### config.mk
export PLATFORM = sky130hd
export DESIGN_NAME = sorted_site_join_clean_filter
export DESIGN_NICKNAME = d
export VERILOG_FILES = /design/src/rtl/ssj_pkg.sv /design/src/rtl/sorted_site_join_clean_filter.sv /design/src/rtl/ssj_front.sv /design/src/rtl/ssj_fifo.sv /design/src/rtl/ssj_back.sv
export VERILOG_INCLUDE_DIRS = /design/src /design/src/rtl
export SDC_FILE = /design/constraint.sdc
export NUM_CORES = 2
export LEC_CHECK = 0
export ABC_AREA = 0
export BUFFER_PORTS_ARGS = -buffer_cell sky130_fd_sc_hd__buf_2
export CELL_PAD_IN_SITES_DETAIL_PLACEMENT = 0
export CELL_PAD_IN_SITES_GLOBAL_PLACEMENT = 1
export CORE_MARGIN = 5
export CORE_UTILIZATION = 35
export CTS_CLUSTER_DIAMETER = 40
export CTS_CLUSTER_SIZE = 28
export DETAILED_ROUTE_END_ITERATION = 12
export GPL_TIMING_DRIVEN = 1
export PLACE_DENSITY_LB_ADDON = 0.08
export SYNTH_ARGS = -nofsm -noshare
export SYNTH_HDL_FRONTEND = slang
export SYNTH_SLANG_ARGS = --single-unit
### constraint.sdc
create_clock -name aclk -period 10.8 [get_ports aclk]
set_clock_uncertainty 0.2 [all_clocks]
set_input_delay 1.62 -clock aclk [delete_from_list [all_inputs] [get_ports aclk]]
set_output_delay 1.62 -clock aclk [all_outputs]
set_load 0.05 [all_outputs]
### src/rtl/sorted_site_join_clean_filter_assert.svh
// Assertion macros used by the site join back stage RTL.
`ifndef SORTED_SITE_JOIN_CLEAN_FILTER_ASSERT_SVH
`define SORTED_SITE_JOIN_CLEAN_FILTER_ASSERT_SVH

`ifndef SYNTH
// Property that must hold at every clock edge outside reset.
`define SSJ_ASSERT(lbl, clk, rstn, prop) \
    lbl: assert property (@(posedge clk) disable iff (!(rstn)) (prop)) \
        else $error("site join assertion failed");
// Condition that must never be true outside reset.
`define SSJ_ASSERT_NEVER(lbl, clk, rstn, cond) \
    lbl: assert property (@(posedge clk) disable iff (!(rstn)) !(cond)) \
        else $error("site join forbidden condition seen");
`else
`define SSJ_ASSERT(lbl, clk, rstn, prop)
`define SSJ_ASSERT_NEVER(lbl, clk, rstn, cond)
`endif

`endif

### src/rtl/ssj_pkg.sv
// Shared types, codes and helpers for the sorted site join block.
package ssj_pkg;

    // Input record kinds.
    localparam logic [1:0] MODE_S1_REC = 2'd0;
    localparam logic [1:0] MODE_S2_REC = 2'd1;
    localparam logic [1:0] MODE_S1_END = 2'd2;
    localparam logic [1:0] MODE_S2_END = 2'd3;

    // Result actions.
    localparam logic [2:0] ACT_NEED    = 3'd0;
    localparam logic [2:0] ACT_SUMMARY = 3'd1;
    localparam logic [2:0] ACT_KEEP    = 3'd2;
    localparam logic [2:0] ACT_UNCLEAN = 3'd3;
    localparam logic [2:0] ACT_MISS    = 3'd4;
    localparam logic [2:0] ACT_ORDER   = 3'd5;
    localparam logic [2:0] ACT_BADREF  = 3'd6;
    localparam logic [2:0] ACT_TOTALS  = 3'd7;

    // Reference base codes.
    localparam logic [2:0] BASE_A = 3'd0;
    localparam logic [2:0] BASE_T = 3'd1;
    localparam logic [2:0] BASE_C = 3'd2;
    localparam logic [2:0] BASE_G = 3'd3;

    // Queue between front and back.
    localparam int QUEUE_DEPTH = 4;
    localparam int QUEUE_AW    = $clog2(QUEUE_DEPTH);

    localparam logic [31:0] COUNT_MAX = 32'hFFFF_FFFF;

    // Classified record as handed from the front to the back.
    typedef struct packed {
        logic [1:0]  mode;
        logic [7:0]  chromosome;
        logic [31:0] position;
        logic        clean;
        logic        bad_ref;
    } ssj_item_t;

    // One result transaction without the last flag.
    typedef struct packed {
        logic [2:0]  action;
        logic [7:0]  chromosome;
        logic [31:0] position;
        logic [31:0] found;
        logic [31:0] missed;
        logic [31:0] lines;
    } ssj_result_t;

    // Saturating increment of a 32-bit counter.
    function automatic logic [31:0] sat_inc(input logic [31:0] v);
        return (v == COUNT_MAX) ? v : v + 32'd1;
    endfunction

endpackage

### src/rtl/sorted_site_join_clean_filter.sv
// Top level of the sorted site join with clean filter.
//
// Input channel (s_*): one record per transaction, either a stream-1 site, a
// stream-2 site, or an end marker for either stream, as selected by s_mode.
// Output channel (m_*): decisions, need-more requests, per-chromosome
// summaries, order and reference notices, and totals. m_last marks the last
// result produced by one input transaction; inputs may produce none.
// Throughput: one input transaction per cycle when each yields at most one
// result and the receiver does not stall. An input that yields k results holds
// the back end until all k are loaded; the output register takes one per cycle.
// A record's first result passes through the front register, which loads at
// the accepting edge, then through the queue and then the output register.
// A four-entry queue between the front and the back lets the input keep
// flowing while the back end works through multi-result records.
// When the receiver stalls, the result is held in the output register and the
// queue fills; s_ready drops only once the queue and front register are full.
// Reset (aresetn low at a clock edge) clears the join state, counters and
// all queued transactions.
module sorted_site_join_clean_filter (
    input  logic        aclk,
    input  logic        aresetn,
    input  logic        s_valid,
    output logic        s_ready,
    input  logic [1:0]  s_mode,
    input  logic [7:0]  s_chromosome,
    input  logic [31:0] s_position,
    input  logic [2:0]  s_reference_base,
    input  logic [15:0] s_fwd_a,
    input  logic [15:0] s_fwd_t,
    input  logic [15:0] s_fwd_c,
    input  logic [15:0] s_fwd_g,
    input  logic [15:0] s_rev_a,
    input  logic [15:0] s_rev_t,
    input  logic [15:0] s_rev_c,
    input  logic [15:0] s_rev_g,
    output logic        m_valid,
    input  logic        m_ready,
    output logic [2:0]  m_action,
    output logic [7:0]  m_site_chromosome,
    output logic [31:0] m_site_position,
    output logic [31:0] m_found_count,
    output logic [31:0] m_not_found_count,
    output logic [31:0] m_line_count,
    output logic        m_last
);
    import ssj_pkg::*;

    logic        front_valid;
    logic        front_ready;
    ssj_item_t   front_item;
    logic        queue_valid;
    logic        queue_ready;
    ssj_item_t   queue_item;
    ssj_result_t result;

    // Classification front end.
    ssj_front u_front (
        .aclk             (aclk),
        .aresetn          (aresetn),
        .s_valid          (s_valid),
        .s_ready          (s_ready),
        .s_mode           (s_mode),
        .s_chromosome     (s_chromosome),
        .s_position       (s_position),
        .s_reference_base (s_reference_base),
        .s_fwd_a          (s_fwd_a),
        .s_fwd_t          (s_fwd_t),
        .s_fwd_c          (s_fwd_c),
        .s_fwd_g          (s_fwd_g),
        .s_rev_a          (s_rev_a),
        .s_rev_t          (s_rev_t),
        .s_rev_c          (s_rev_c),
        .s_rev_g          (s_rev_g),
        .q_valid          (front_valid),
        .q_ready          (front_ready),
        .q_item           (front_item)
    );

    // Decoupling queue.
    ssj_fifo u_fifo (
        .aclk     (aclk),
        .aresetn  (aresetn),
        .wr_valid (front_valid),
        .wr_ready (front_ready),
        .wr_item  (front_item),
        .rd_valid (queue_valid),
        .rd_ready (queue_ready),
        .rd_item  (queue_item)
    );

    // Join and result back end.
    ssj_back u_back (
        .aclk     (aclk),
        .aresetn  (aresetn),
        .q_valid  (queue_valid),
        .q_ready  (queue_ready),
        .q_item   (queue_item),
        .m_valid  (m_valid),
        .m_ready  (m_ready),
        .m_result (result),
        .m_last   (m_last)
    );

    assign m_action          = result.action;
    assign m_site_chromosome = result.chromosome;
    assign m_site_position   = result.position;
    assign m_found_count     = result.found;
    assign m_not_found_count = result.missed;
    assign m_line_count      = result.lines;

endmodule

### src/rtl/ssj_front.sv
// Front stage: accepts input records and classifies each site as clean or not.
module ssj_front (
    input  logic                 aclk,
    input  logic                 aresetn,
    input  logic                 s_valid,
    output logic                 s_ready,
    input  logic [1:0]           s_mode,
    input  logic [7:0]           s_chromosome,
    input  logic [31:0]          s_position,
    input  logic [2:0]           s_reference_base,
    input  logic [15:0]          s_fwd_a,
    input  logic [15:0]          s_fwd_t,
    input  logic [15:0]          s_fwd_c,
    input  logic [15:0]          s_fwd_g,
    input  logic [15:0]          s_rev_a,
    input  logic [15:0]          s_rev_t,
    input  logic [15:0]          s_rev_c,
    input  logic [15:0]          s_rev_g,
    output logic                 q_valid,
    input  logic                 q_ready,
    output ssj_pkg::ssj_item_t   q_item
);
    import ssj_pkg::*;

    logic        stage_valid_reg;
    logic        stage_valid_next;
    ssj_item_t   stage_item_reg;
    ssj_item_t   stage_item_next;
    logic [18:0] coverage;
    logic [16:0] ref_reads;
    logic        bad_ref;
    logic        clean;

    // Coverage is the sum of all eight counts.
    assign coverage = {3'b0, s_fwd_a} + {3'b0, s_fwd_t} + {3'b0, s_fwd_c} + {3'b0, s_fwd_g}
                    + {3'b0, s_rev_a} + {3'b0, s_rev_t} + {3'b0, s_rev_c} + {3'b0, s_rev_g};

    // Reads that agree with the reference base on both strands.
    always_comb begin
        case (s_reference_base)
            BASE_A:  ref_reads = {1'b0, s_fwd_a} + {1'b0, s_rev_a};
            BASE_T:  ref_reads = {1'b0, s_fwd_t} + {1'b0, s_rev_t};
            BASE_C:  ref_reads = {1'b0, s_fwd_c} + {1'b0, s_rev_c};
            BASE_G:  ref_reads = {1'b0, s_fwd_g} + {1'b0, s_rev_g};
            default: ref_reads = 17'd0;
        endcase
    end

    assign bad_ref = (s_reference_base > BASE_G);
    assign clean   = !bad_ref && (coverage != 19'd0) && ({2'b0, ref_reads} == coverage);

    // The stage register takes a new record whenever it is empty or draining.
    assign s_ready = !stage_valid_reg || q_ready;

    always_comb begin
        stage_valid_next = stage_valid_reg;
        stage_item_next  = stage_item_reg;
        if (s_ready) begin
            stage_valid_next           = s_valid;
            stage_item_next.mode       = s_mode;
            stage_item_next.chromosome = s_chromosome;
            stage_item_next.position   = s_position;
            stage_item_next.clean      = clean;
            stage_item_next.bad_ref    = bad_ref;
        end
    end

    always_ff @(posedge aclk) begin
        if (!aresetn) begin
            stage_valid_reg <= 1'b0;
        end else begin
            stage_valid_reg <= stage_valid_next;
        end
        stage_item_reg <= stage_item_next;
    end

    assign q_valid = stage_valid_reg;
    assign q_item  = stage_item_reg;

endmodule

### src/rtl/ssj_fifo.sv
// Short queue of classified records between the front and the back.
module ssj_fifo (
    input  logic                 aclk,
    input  logic                 aresetn,
    input  logic                 wr_valid,
    output logic                 wr_ready,
    input  ssj_pkg::ssj_item_t   wr_item,
    output logic                 rd_valid,
    input  logic                 rd_ready,
    output ssj_pkg::ssj_item_t   rd_item
);
    import ssj_pkg::*;

    ssj_item_t           entry_reg [QUEUE_DEPTH];
    logic [QUEUE_AW-1:0] wr_ptr_reg;
    logic [QUEUE_AW-1:0] wr_ptr_next;
    logic [QUEUE_AW-1:0] rd_ptr_reg;
    logic [QUEUE_AW-1:0] rd_ptr_next;
    logic [QUEUE_AW:0]   count_reg;
    logic [QUEUE_AW:0]   count_next;
    logic                push;
    logic                pop;

    assign wr_ready = (count_reg != (QUEUE_AW+1)'(QUEUE_DEPTH));
    assign rd_valid = (count_reg != '0);
    assign push     = wr_valid && wr_ready;
    assign pop      = rd_valid && rd_ready;
    assign rd_item  = entry_reg[rd_ptr_reg];

    // Pointer and fill count update.
    always_comb begin
        wr_ptr_next = push ? wr_ptr_reg + QUEUE_AW'(1) : wr_ptr_reg;
        rd_ptr_next = pop  ? rd_ptr_reg + QUEUE_AW'(1) : rd_ptr_reg;
        count_next  = count_reg;
        if (push && !pop) begin
            count_next = count_reg + (QUEUE_AW+1)'(1);
        end else if (pop && !push) begin
            count_next = count_reg - (QUEUE_AW+1)'(1);
        end
    end

    always_ff @(posedge aclk) begin
        if (!aresetn) begin
            wr_ptr_reg <= '0;
            rd_ptr_reg <= '0;
            count_reg  <= '0;
        end else begin
            wr_ptr_reg <= wr_ptr_next;
            rd_ptr_reg <= rd_ptr_next;
            count_reg  <= count_next;
        end
    end

    // Entry storage.
    always_ff @(posedge aclk) begin
        if (push) begin
            entry_reg[wr_ptr_reg] <= wr_item;
        end
    end

endmodule

### src/rtl/ssj_back.sv
// Back stage: join state, decisions and result sequencing for one record at a time.
`include "sorted_site_join_clean_filter_assert.svh"

module ssj_back (
    input  logic                 aclk,
    input  logic                 aresetn,
    input  logic                 q_valid,
    output logic                 q_ready,
    input  ssj_pkg::ssj_item_t   q_item,
    output logic                 m_valid,
    input  logic                 m_ready,
    output ssj_pkg::ssj_result_t m_result,
    output logic                 m_last
);
    import ssj_pkg::*;

    // Join state.
    logic [7:0]  head_chr_reg;
    logic [31:0] head_pos_reg;
    logic        head_clean_reg;
    logic        head_valid_reg;
    logic        done_reg;
    logic [7:0]  wait_chr_reg;
    logic [31:0] wait_pos_reg;
    logic        wait_clean_reg;
    logic        wait_valid_reg;
    logic [7:0]  cur_chr_reg;
    logic [31:0] ftc_reg;
    logic [31:0] found_total_reg;
    logic [31:0] missed_reg;
    logic [31:0] lines_reg;

    // Result sequencing and output register.
    logic [1:0]  idx_reg;
    logic [1:0]  idx_next;
    logic        out_valid_reg;
    logic        out_valid_next;
    ssj_result_t out_res_reg;
    ssj_result_t out_res_next;
    logic        out_last_reg;
    logic        out_last_next;

    // Decision datapath.
    logic [7:0]  d_hchr;
    logic [31:0] d_hpos;
    logic        d_hclean;
    logic        d_hvalid;
    logic [7:0]  d_wchr;
    logic [31:0] d_wpos;
    logic        d_wclean;
    logic        key_ge;
    logic        match;
    logic        resolve_ok;
    logic        s2_order;
    logic        s2_take;
    logic        summ_s2;
    logic        decide;
    logic        need;
    logic        keep;
    logic        miss;
    logic [31:0] ftc_base;
    logic [31:0] ftc_new;
    logic [31:0] found_new;
    logic [31:0] missed_new;
    logic [31:0] lines_new;
    ssj_result_t dec_res;
    ssj_result_t need_res;
    ssj_result_t cand0;
    ssj_result_t cand1;
    ssj_result_t cand2;
    logic        en0;
    logic        en1;
    logic        en2;
    ssj_result_t res0;
    ssj_result_t res1;
    ssj_result_t sel_res;
    logic [1:0]  res_count;
    logic        is_last;
    logic        can_load;
    logic        load;
    logic        pop;

    // Head and waiting record as seen by this record's decision.
    always_comb begin
        d_hchr   = head_chr_reg;
        d_hpos   = head_pos_reg;
        d_hclean = head_clean_reg;
        d_hvalid = head_valid_reg;
        d_wchr   = wait_chr_reg;
        d_wpos   = wait_pos_reg;
        d_wclean = wait_clean_reg;
        if (q_item.mode == MODE_S1_REC) begin
            d_hchr   = q_item.chromosome;
            d_hpos   = q_item.position;
            d_hclean = q_item.clean;
            d_hvalid = 1'b1;
        end
        if (q_item.mode == MODE_S2_REC) begin
            d_wchr   = q_item.chromosome;
            d_wpos   = q_item.position;
            d_wclean = q_item.clean;
        end
    end

    assign key_ge     = ({d_hchr, d_hpos} >= {d_wchr, d_wpos});
    assign match      = d_hvalid && (d_hchr == d_wchr) && (d_hpos == d_wpos);
    assign resolve_ok = done_reg || (d_hvalid && key_ge);

    // Stream-2 record classification against the current chromosome.
    assign s2_order = (q_item.mode == MODE_S2_REC) && !wait_valid_reg
                   && (q_item.chromosome < cur_chr_reg);
    assign s2_take  = (q_item.mode == MODE_S2_REC) && !wait_valid_reg
                   && (q_item.chromosome >= cur_chr_reg);
    assign summ_s2  = s2_take && (q_item.chromosome != cur_chr_reg) && (cur_chr_reg != 8'd0);

    // Whether this record decides the waiting site or asks for more stream-1 records.
    always_comb begin
        decide = 1'b0;
        need   = 1'b0;
        case (q_item.mode)
            MODE_S1_REC: begin
                decide = !done_reg && wait_valid_reg && resolve_ok;
                need   = !done_reg && wait_valid_reg && !resolve_ok;
            end
            MODE_S2_REC: begin
                decide = s2_take && resolve_ok;
                need   = s2_take && !resolve_ok;
            end
            MODE_S1_END: decide = wait_valid_reg;
            MODE_S2_END: decide = wait_valid_reg;
            default: begin
                decide = 1'b0;
                need   = 1'b0;
            end
        endcase
    end

    // Counter updates.
    assign keep       = decide && match && d_hclean && d_wclean;
    assign miss       = decide && !match;
    assign ftc_base   = summ_s2 ? 32'd0 : ftc_reg;
    assign ftc_new    = keep ? sat_inc(ftc_base) : ftc_base;
    assign found_new  = keep ? sat_inc(found_total_reg) : found_total_reg;
    assign missed_new = miss ? sat_inc(missed_reg) : missed_reg;
    assign lines_new  = s2_take ? sat_inc(lines_reg) : lines_reg;

    always_comb begin
        dec_res.action     = keep ? ACT_KEEP : (match ? ACT_UNCLEAN : ACT_MISS);
        dec_res.chromosome = d_wchr;
        dec_res.position   = d_wpos;
        dec_res.found      = found_new;
        dec_res.missed     = missed_new;
        dec_res.lines      = lines_new;
        need_res           = dec_res;
        need_res.action    = ACT_NEED;
    end

    // Up to three candidate results in output order, with enables.
    always_comb begin
        cand0 = dec_res;
        cand1 = dec_res;
        cand2 = dec_res;
        en0   = 1'b0;
        en1   = 1'b0;
        en2   = 1'b0;
        case (q_item.mode)
            MODE_S1_REC: begin
                cand2 = decide ? dec_res : need_res;
                en2   = decide || need;
            end
            MODE_S2_REC: begin
                if (s2_order) begin
                    cand2.action     = ACT_ORDER;
                    cand2.chromosome = q_item.chromosome;
                    cand2.position   = q_item.position;
                    cand2.found      = found_total_reg;
                    cand2.missed     = missed_reg;
                    cand2.lines      = lines_reg;
                    en2              = 1'b1;
                end else if (s2_take) begin
                    cand0.action     = ACT_SUMMARY;
                    cand0.chromosome = cur_chr_reg;
                    cand0.position   = 32'd0;
                    cand0.found      = ftc_reg;
                    cand0.missed     = missed_reg;
                    cand0.lines      = lines_new;
                    en0              = summ_s2;
                    cand1.action     = ACT_BADREF;
                    cand1.chromosome = q_item.chromosome;
                    cand1.position   = q_item.position;
                    cand1.found      = found_total_reg;
                    cand1.missed     = missed_reg;
                    cand1.lines      = lines_new;
                    en1              = q_item.bad_ref;
                    cand2            = decide ? dec_res : need_res;
                    en2              = 1'b1;
                end
            end
            MODE_S1_END: begin
                en2 = decide;
            end
            MODE_S2_END: begin
                en0              = decide;
                cand1.action     = ACT_SUMMARY;
                cand1.chromosome = cur_chr_reg;
                cand1.position   = 32'd0;
                cand1.found      = ftc_new;
                cand1.missed     = missed_new;
                cand1.lines      = lines_reg;
                en1              = 1'b1;
                cand2.action     = ACT_TOTALS;
                cand2.chromosome = 8'd0;
                cand2.position   = 32'd0;
                cand2.found      = found_new;
                cand2.missed     = missed_new;
                cand2.lines      = lines_reg;
                en2              = 1'b1;
            end
            default: begin
                en2 = 1'b0;
            end
        endcase
    end

    // Pack the enabled candidates and pick the one at the current index.
    assign res0      = en0 ? cand0 : (en1 ? cand1 : cand2);
    assign res1      = (en0 && en1) ? cand1 : cand2;
    assign res_count = {1'b0, en0} + {1'b0, en1} + {1'b0, en2};

    always_comb begin
        case (idx_reg)
            2'd0:    sel_res = res0;
            2'd1:    sel_res = res1;
            default: sel_res = cand2;
        endcase
    end

    assign is_last  = (idx_reg == res_count - 2'd1);
    assign can_load = !out_valid_reg || m_ready;
    assign load     = q_valid && (res_count != 2'd0) && can_load;
    assign pop      = q_valid && ((res_count == 2'd0) || (can_load && is_last));
    assign q_ready  = pop;

    // Output register and result index.
    always_comb begin
        out_valid_next = out_valid_reg && !m_ready;
        out_res_next   = out_res_reg;
        out_last_next  = out_last_reg;
        idx_next       = idx_reg;
        if (load) begin
            out_valid_next = 1'b1;
            out_res_next   = sel_res;
            out_last_next  = is_last;
        end
        if (pop) begin
            idx_next = 2'd0;
        end else if (load) begin
            idx_next = idx_reg + 2'd1;
        end
    end

    always_ff @(posedge aclk) begin
        if (!aresetn) begin
            out_valid_reg <= 1'b0;
            idx_reg       <= 2'd0;
        end else begin
            out_valid_reg <= out_valid_next;
            idx_reg       <= idx_next;
        end
        out_res_reg  <= out_res_next;
        out_last_reg <= out_last_next;
    end

    // Join state commits when the record leaves the queue.
    always_ff @(posedge aclk) begin
        if (!aresetn) begin
            head_chr_reg    <= 8'd0;
            head_pos_reg    <= 32'd0;
            head_clean_reg  <= 1'b0;
            head_valid_reg  <= 1'b0;
            done_reg        <= 1'b0;
            wait_chr_reg    <= 8'd0;
            wait_pos_reg    <= 32'd0;
            wait_clean_reg  <= 1'b0;
            wait_valid_reg  <= 1'b0;
            cur_chr_reg     <= 8'd0;
            ftc_reg         <= 32'd0;
            found_total_reg <= 32'd0;
            missed_reg      <= 32'd0;
            lines_reg       <= 32'd0;
        end else if (pop) begin
            if ((q_item.mode == MODE_S1_REC) && !done_reg) begin
                head_chr_reg   <= q_item.chromosome;
                head_pos_reg   <= q_item.position;
                head_clean_reg <= q_item.clean;
                head_valid_reg <= 1'b1;
            end
            if (s2_take) begin
                cur_chr_reg    <= q_item.chromosome;
                wait_chr_reg   <= q_item.chromosome;
                wait_pos_reg   <= q_item.position;
                wait_clean_reg <= q_item.clean;
            end
            if (q_item.mode == MODE_S1_END) begin
                done_reg <= 1'b1;
            end
            if (decide) begin
                wait_valid_reg <= 1'b0;
            end else if (s2_take) begin
                wait_valid_reg <= 1'b1;
            end
            ftc_reg         <= ftc_new;
            found_total_reg <= found_new;
            missed_reg      <= missed_new;
            lines_reg       <= lines_new;
        end
    end

    assign m_valid  = out_valid_reg;
    assign m_result = out_res_reg;
    assign m_last   = out_last_reg;

    // Per-chromosome count never passes the running total.
    `SSJ_ASSERT(a_ftc_within_total, aclk, aresetn, ftc_reg <= found_total_reg)
    // Once stream 1 has ended it stays ended.
    `SSJ_ASSERT(a_done_sticky, aclk, aresetn, done_reg |=> done_reg)
    // A record part way through its results is still at the queue head.
    `SSJ_ASSERT_NEVER(a_idx_without_item, aclk, aresetn, (idx_reg != 2'd0) && !q_valid)
    // A decided record leaves nothing waiting.
    `SSJ_ASSERT(a_decide_clears_wait, aclk, aresetn, (pop && decide) |=> !wait_valid_reg)

endmodule
---- Word-level counts from Yosys, hierarchy flattened ----
Memory sizes are Yosys's and may differ from the RTL's. A register that Yosys moved wholly into a read port is not among the register bits.
Index checks and enable logic that the tools add are counted.
W data, S select, Z words.
storage, ports and cells
  memories kept ........................... 1
  register bits ........................... 408
  input bits .............................. 177
  memory bits (writable) .................. 176
  output and inout bits ................... 142
memories
  memory            words  width  read ports  clocked after Yosys merged registers in  wr ports  line            source
  u_fifo.entry_reg  4      44     1           1                                        1         ssj_fifo.sv:14  ssj_item_t entry_reg [QUEUE_DEPTH];
cells by class
  add/sub/neg operators ................... 23
  magnitude comparators ................... 4
  eq/ne operators ......................... 17
  mux-type cells .......................... 53
  reductions and logical operators ........ 61
  bitwise gates (word level) .............. 1
operators with widths
  kind                     number
  $mux W139                11
  $pmux W139 S2            2
  $pmux W139 S3            1
  $mux W32                 11
  $add A32 B1 Y32 const B  4
  $eq A32 B32 Y1 const B   4
  $add A19 B16 Y19         6
  $add A16 B16 Y17         5
  $pmux W17 S4             1
  $ge A40 B40 Y1           1
  $eq A32 B32 Y1           1
  $logic_and A1 B1 Y1      30
  $eq A17 B19 Y1           1
  $reduce_bool A19 Y1      1
  $mux W8                  2
  $mux W1                  14
  $mux W3                  4
  $logic_not A1 Y1         10
  $eq A8 B8 Y1             1
  $ge A8 B8 Y1             1
  $lt A8 B8 Y1             1
  $ne A8 B8 Y1             1
  $reduce_and A2 Y1        4
  $reduce_bool A8 Y1       1
  other kinds (24)         41

---- Depth between registers and ports, before layout ----
  word-level depth ........................ 20
  mapped depth ............................ 29
  gate-level depth less buffers ........... 28

---- Hierarchy ----
Synthesis repeated with hierarchy kept, for this count alone.
second synthesis, totals
  cell total of the unflattened synthesis .. 3805
  area total of the unflattened synthesis .. 37304.5 µm²
modules (own cells, without submodules)
  module     cells each  sequential area each (µm²)  area each (µm²)  instances
  ssj_back   2694        8528.2                      22490.3          1
  ssj_front  833         1341.3                      7911.3           1
  ssj_fifo   278         5465.2                      6902.9           1

---- Worst setup path after synthesis ----
Ideal clock, no wire load.
  path type ............................... flip-flop to flip-flop
  start point ............................. register with a tool-made name
  end point ............................... register u_back.idx_reg[1]
  required time ........................... 10.470 ns
  period minus slack after synthesis ...... 8.655 ns
  slack ................................... 2.145 ns
  cell stages (with the launch flop) ...... 18
  data arrival time ....................... 8.325 ns
  buffers on the path ..................... 3
  cell sequence ........................... dfxtp_1 buf_2 buf_1 mux4_2 ha_1 o21ai_0 a21oi_1 o21a_1 o21ai_1 o21ai_0 fa_1 inv_1 ha_1 nor2_1 and2_1 clkbuf_1 mux2i_1 nor2_1
RTL lines
  element               line             source
  to (signal assigned)  ssj_back.sv:268  idx_reg <= idx_next;
  to (decl)             ssj_back.sv:34   logic [1:0] idx_reg;

---- Worst setup path in the final report ----
  start point ............................. input s_fwd_a[1]
  end point ............................... register u_front.stage_item_reg, in the netlist u_front.q_item[1] (data pin)
between the ends
  longest elaborated chain between the ends .. 10
  elaborated cells on any way between the ends .. 13
  those cells by class .................... add/sub (8); eq/ne (1); mux (1); reduce/logical (3)
RTL lines
  element                         line                                 source
  from (decl)                     sorted_site_join_clean_filter.sv:28  input logic [15:0] s_fwd_a,
  $add A16 B16 Y17                ssj_front.sv:35                      assign coverage = {3'b0, s_fwd_a} + {3'b0, s_fwd_t} + {3'b0, s_fwd_c} + {3'b0, s_fwd_g}
  $add A19 B16 Y19 (2 in series)  ssj_front.sv:35
  $add A19 B16 Y19 (4 in series)  ssj_front.sv:36                      + {3'b0, s_rev_a} + {3'b0, s_rev_t} + {3'b0, s_rev_c} + {3'b0, s_rev_g};
  $reduce_bool A19 Y1             ssj_front.sv:50                      assign clean = !bad_ref && (coverage != 19'd0) && ({2'b0, ref_reads} == coverage);
  $logic_and A1 B1 Y1             ssj_front.sv:50
  $logic_and A1 B1 Y1 (*)         ssj_front.sv:50
  via u_front.clean               ssj_front.sv:32                      logic clean;
  to (signal assigned)            ssj_front.sv:74                      stage_item_reg <= stage_item_next;
  to (decl)                       ssj_front.sv:27                      ssj_item_t stage_item_reg;
The timed path passes the listed nets; every way through them passes the cells marked *.
A chain may end at the register's enable or synchronous reset.

==> impl_metrics.csv <==
group,metric,value,unit
sta,grt_setup_unrepaired,"no",
clock_tree,cts_setup_buffers,0,
floorplanning,dieArea,111000,um2
floorplanning,die_w,334,um
logic_synthesis,ys_async_sr_fraction,0,
sta,slew_headroom,0.240,
logic_synthesis,yosys.cell_types.count,104,
worst_setup_path,worstSetupPathType,"in -> reg",
sta,whs,0.260,ns
finish,fin_util,0.418,
clock_tree,clock_latency,0.68,ns
logic_synthesis,synth_ff_type,"edfxtp_1",
logic_synthesis,avgSynthCellArea,9.97,um2
grt,overflow,0,
finish,largest_register_ffs,176,
worst_setup_path,cp_slowest_cell,"o31ai_1",
logic_synthesis,ys_warn_count,0,
clock_tree,htreeDepth,3,
power,max-vdd-ir-drop,0.000224,V
sta,min_period_over_period,0.770,
floorplanning,core,104000,um2
logic_synthesis,synth_enable_flop_cells,360,
clock_tree,path_clk_slew,0.05,ns
clock_tree,cts.sinks,586,
worst_setup_path,cp.required,11.05,ns
sta,finalSetupTns,0,ns
worst_setup_path,critical-path-top-delay-family,"compound AO/OA/AOI/OAI gates",
routing,vias,29400,
worst_setup_path,endpoint_kind,"flip-flop",
logic_synthesis,ys_ff_latch,586,
worst_setup_path,crit_buf_inv,2,
power,leakagePower,0.0161,uW
grt,grt_pass1_vias,28800,
routing,drt_iter0_drc,2299,
routing,wl,123000,um
routing,dr.pass1.iters,6,
sta,final_hold_viol_count,0,
clock_tree,cts_buffers,100,
routing,drtAntennaViolNets,0,
routing,routed_via_density,5.44,
finish,instances_no_fill,5413,
grt,gr-usage-all-layers,0.214,
finish,syn_to_final_growth,18.3,%
logic_synthesis,synthCells,3676,
logic_synthesis,syn_area,36600,um2
sta,fin_crit,8.32,ns
worst_setup_path,critPathLaunchType,"input port",
power,power,12800,uW
outcome,status,"completed",
sta,worst_pin_slew,1.14,ns
grt,grt_pass1_wl,186000,um
sta,setup_viol,0,
routing,post_drt_wl_per_cell,22.7,um
logic_synthesis,syn_nets,4101,
floorplanning,initial_core_util,0.353,
logic_synthesis,synth-seq-area-share,0.418,
sta,finalMaxSlewViolations,0,
floorplanning,die_y,334,um
placed_design,dpl.hpwl,88700,um
worst_setup_path,cp_max_fo,5,
clock_tree,cts_tree,"yes",
placed_design,numPortBuffers,318,
power,cellPowerDensity,294,nW/um2
floorplanning,fp-row-count,118,
sta,max_freq,120,MHz
worst_hold_path,hold_path.class,"reg -> reg",
clock_tree,cts.hold.buffers_added,0,
placed_design,gp_congestion,0.897,
finish,nNetsFinal,4364,
finish,drive_above_1_share,0.177,
clock_tree,root_buffer,"clkbuf_16",
clock_tree,clock_path_buffers,3,
worst_setup_path,critical_path_arrival,8.57,ns
grt,grt_max_degree,94,
placed_design,dp_cells,5217,
worst_setup_path,slowest_delay,0.62,ns
routing,drc,0,
flow_run,cap_violations,0,
clock_tree,cts_resized,0,
floorplanning,io-pin-count,319,
grt,antenna_found_initial,12,
-- report_power, final --
part | leakage (uW) | switching [uW] | internal (uW)
logic | 0.00906 | 4350 | 1860
clock network | 0.00179 | 1250 | 2160
registers | 0.00524 | 213 | 2940
-- cells in the mapped netlist, types with 49 or more instances --
| cell | count | area share |
|---|---|---|
| nand4_1 | 71 | 0.012 |
| clkbuf_1 | 156 | 0.016 |
| nand3_1 | 119 | 0.016 |
| nand2_1 | 427 | 0.044 |
| fa_1 | 85 | 0.046 |
| inv_1 | 152 | 0.016 |
| ha_1 | 163 | 0.056 |
| o21ai_0 | 172 | 0.023 |
| and2_1 | 106 | 0.018 |
| xnor2_1 | 148 | 0.035 |
| a21boi_0 | 118 | 0.024 |
| nor2_1 | 182 | 0.019 |
| nor3_1 | 91 | 0.012 |
| and3_1 | 49 | 0.0084 |
| or3_1 | 49 | 0.0084 |
| a21oi_1 | 170 | 0.023 |
| xor2_1 | 80 | 0.019 |
| edfxtp_1 | 360 | 0.30 |
| dfxtp_1 | 226 | 0.12 |
-- cell families after synthesis --
| kind of cell | after synthesis | share of synthesized area |
|---|---|---|
| adders and majority gates | 248 | 0.102 |
| and+or+nand+nor | 1249 | 0.170 |
| xor gates and xnor gates | 228 | 0.0545 |
| DFF | 586 | 0.418 |
| muxes | 138 | 0.0546 |
| buffers and inverters | 360 | 0.0383 |
| AOI/OAI and AO/OA | 867 | 0.162 |
-- tightest hold or removal path: stages, from the launching register on --
cell and delay [ns]:
dfxtp_1 0.30, nand2_1 0.05, a21boi_0 0.06
-- through the flow --
step	cell area, um2	worst slack (ns)
final	43400	2.48
after global routing	43300	2.09
after CTS	43300	2.49
after detailed placement	39600	1.86
after global placement	39600	1.91
after floorplan	36600	2.15
-- final timing paths --
kind | depth (start not counted) | slack, ns | end | start
max | 27 | 2.48 | u_front.q_item[1] | s_fwd_a[1]
min | 2 | 0.26 | u_back.head_pos_reg[10] | u_back.head_pos_reg[10]
max reg2reg | 22 | 2.97 | u_back.ftc_reg[5] | flip-flop
min reg2reg | 2 | 0.26 | u_back.head_pos_reg[10] | u_back.head_pos_reg[10]
-- cell usage in the layout, fill, tap and decap left out, types with 71 or more instances in the layout --
cell / synthesis / layout
nand2_1: 427 / 427
edfxtp_1: 360 / 360
buf_2: 26 / 317
dfxtp_1: 226 / 224
nor2_1: 182 / 178
o21ai_0: 172 / 172
a21oi_1: 170 / 167
ha_1: 163 / 163
inv_1: 152 / 151
xnor2_1: 148 / 148
nand3_1: 119 / 118
a21boi_0: 118 / 118
and2_1: 106 / 101
clkbuf_16: 0 / 101
nor3_1: 91 / 90
fa_1: 85 / 85
xor2_1: 80 / 80
nand4_1: 71 / 71
-- final cells by class --
type                       instances  area, um2
sequential                       586      15300
antenna                            6       15.0
inverter                         154        578
timing repair buffer             367       1970
tap                             1380       1730
fill                           10200      60400
clock inverter                    82       1130
clock buffer                     108       2570
multi-input combinational       2730      20000
-- layer usage --
layer | vias up | GRT usage | wire length [um]
met3 | 155 | 0.0382 | 6970
met5 | - | 0 | 13
li1 | 14100 | - | -
met4 | 2 | 0.0481 | 2580
met2 | 818 | 0.328 | 54500
met1 | 14400 | 0.317 | 59000
Power figures use the tool's default switching activity.
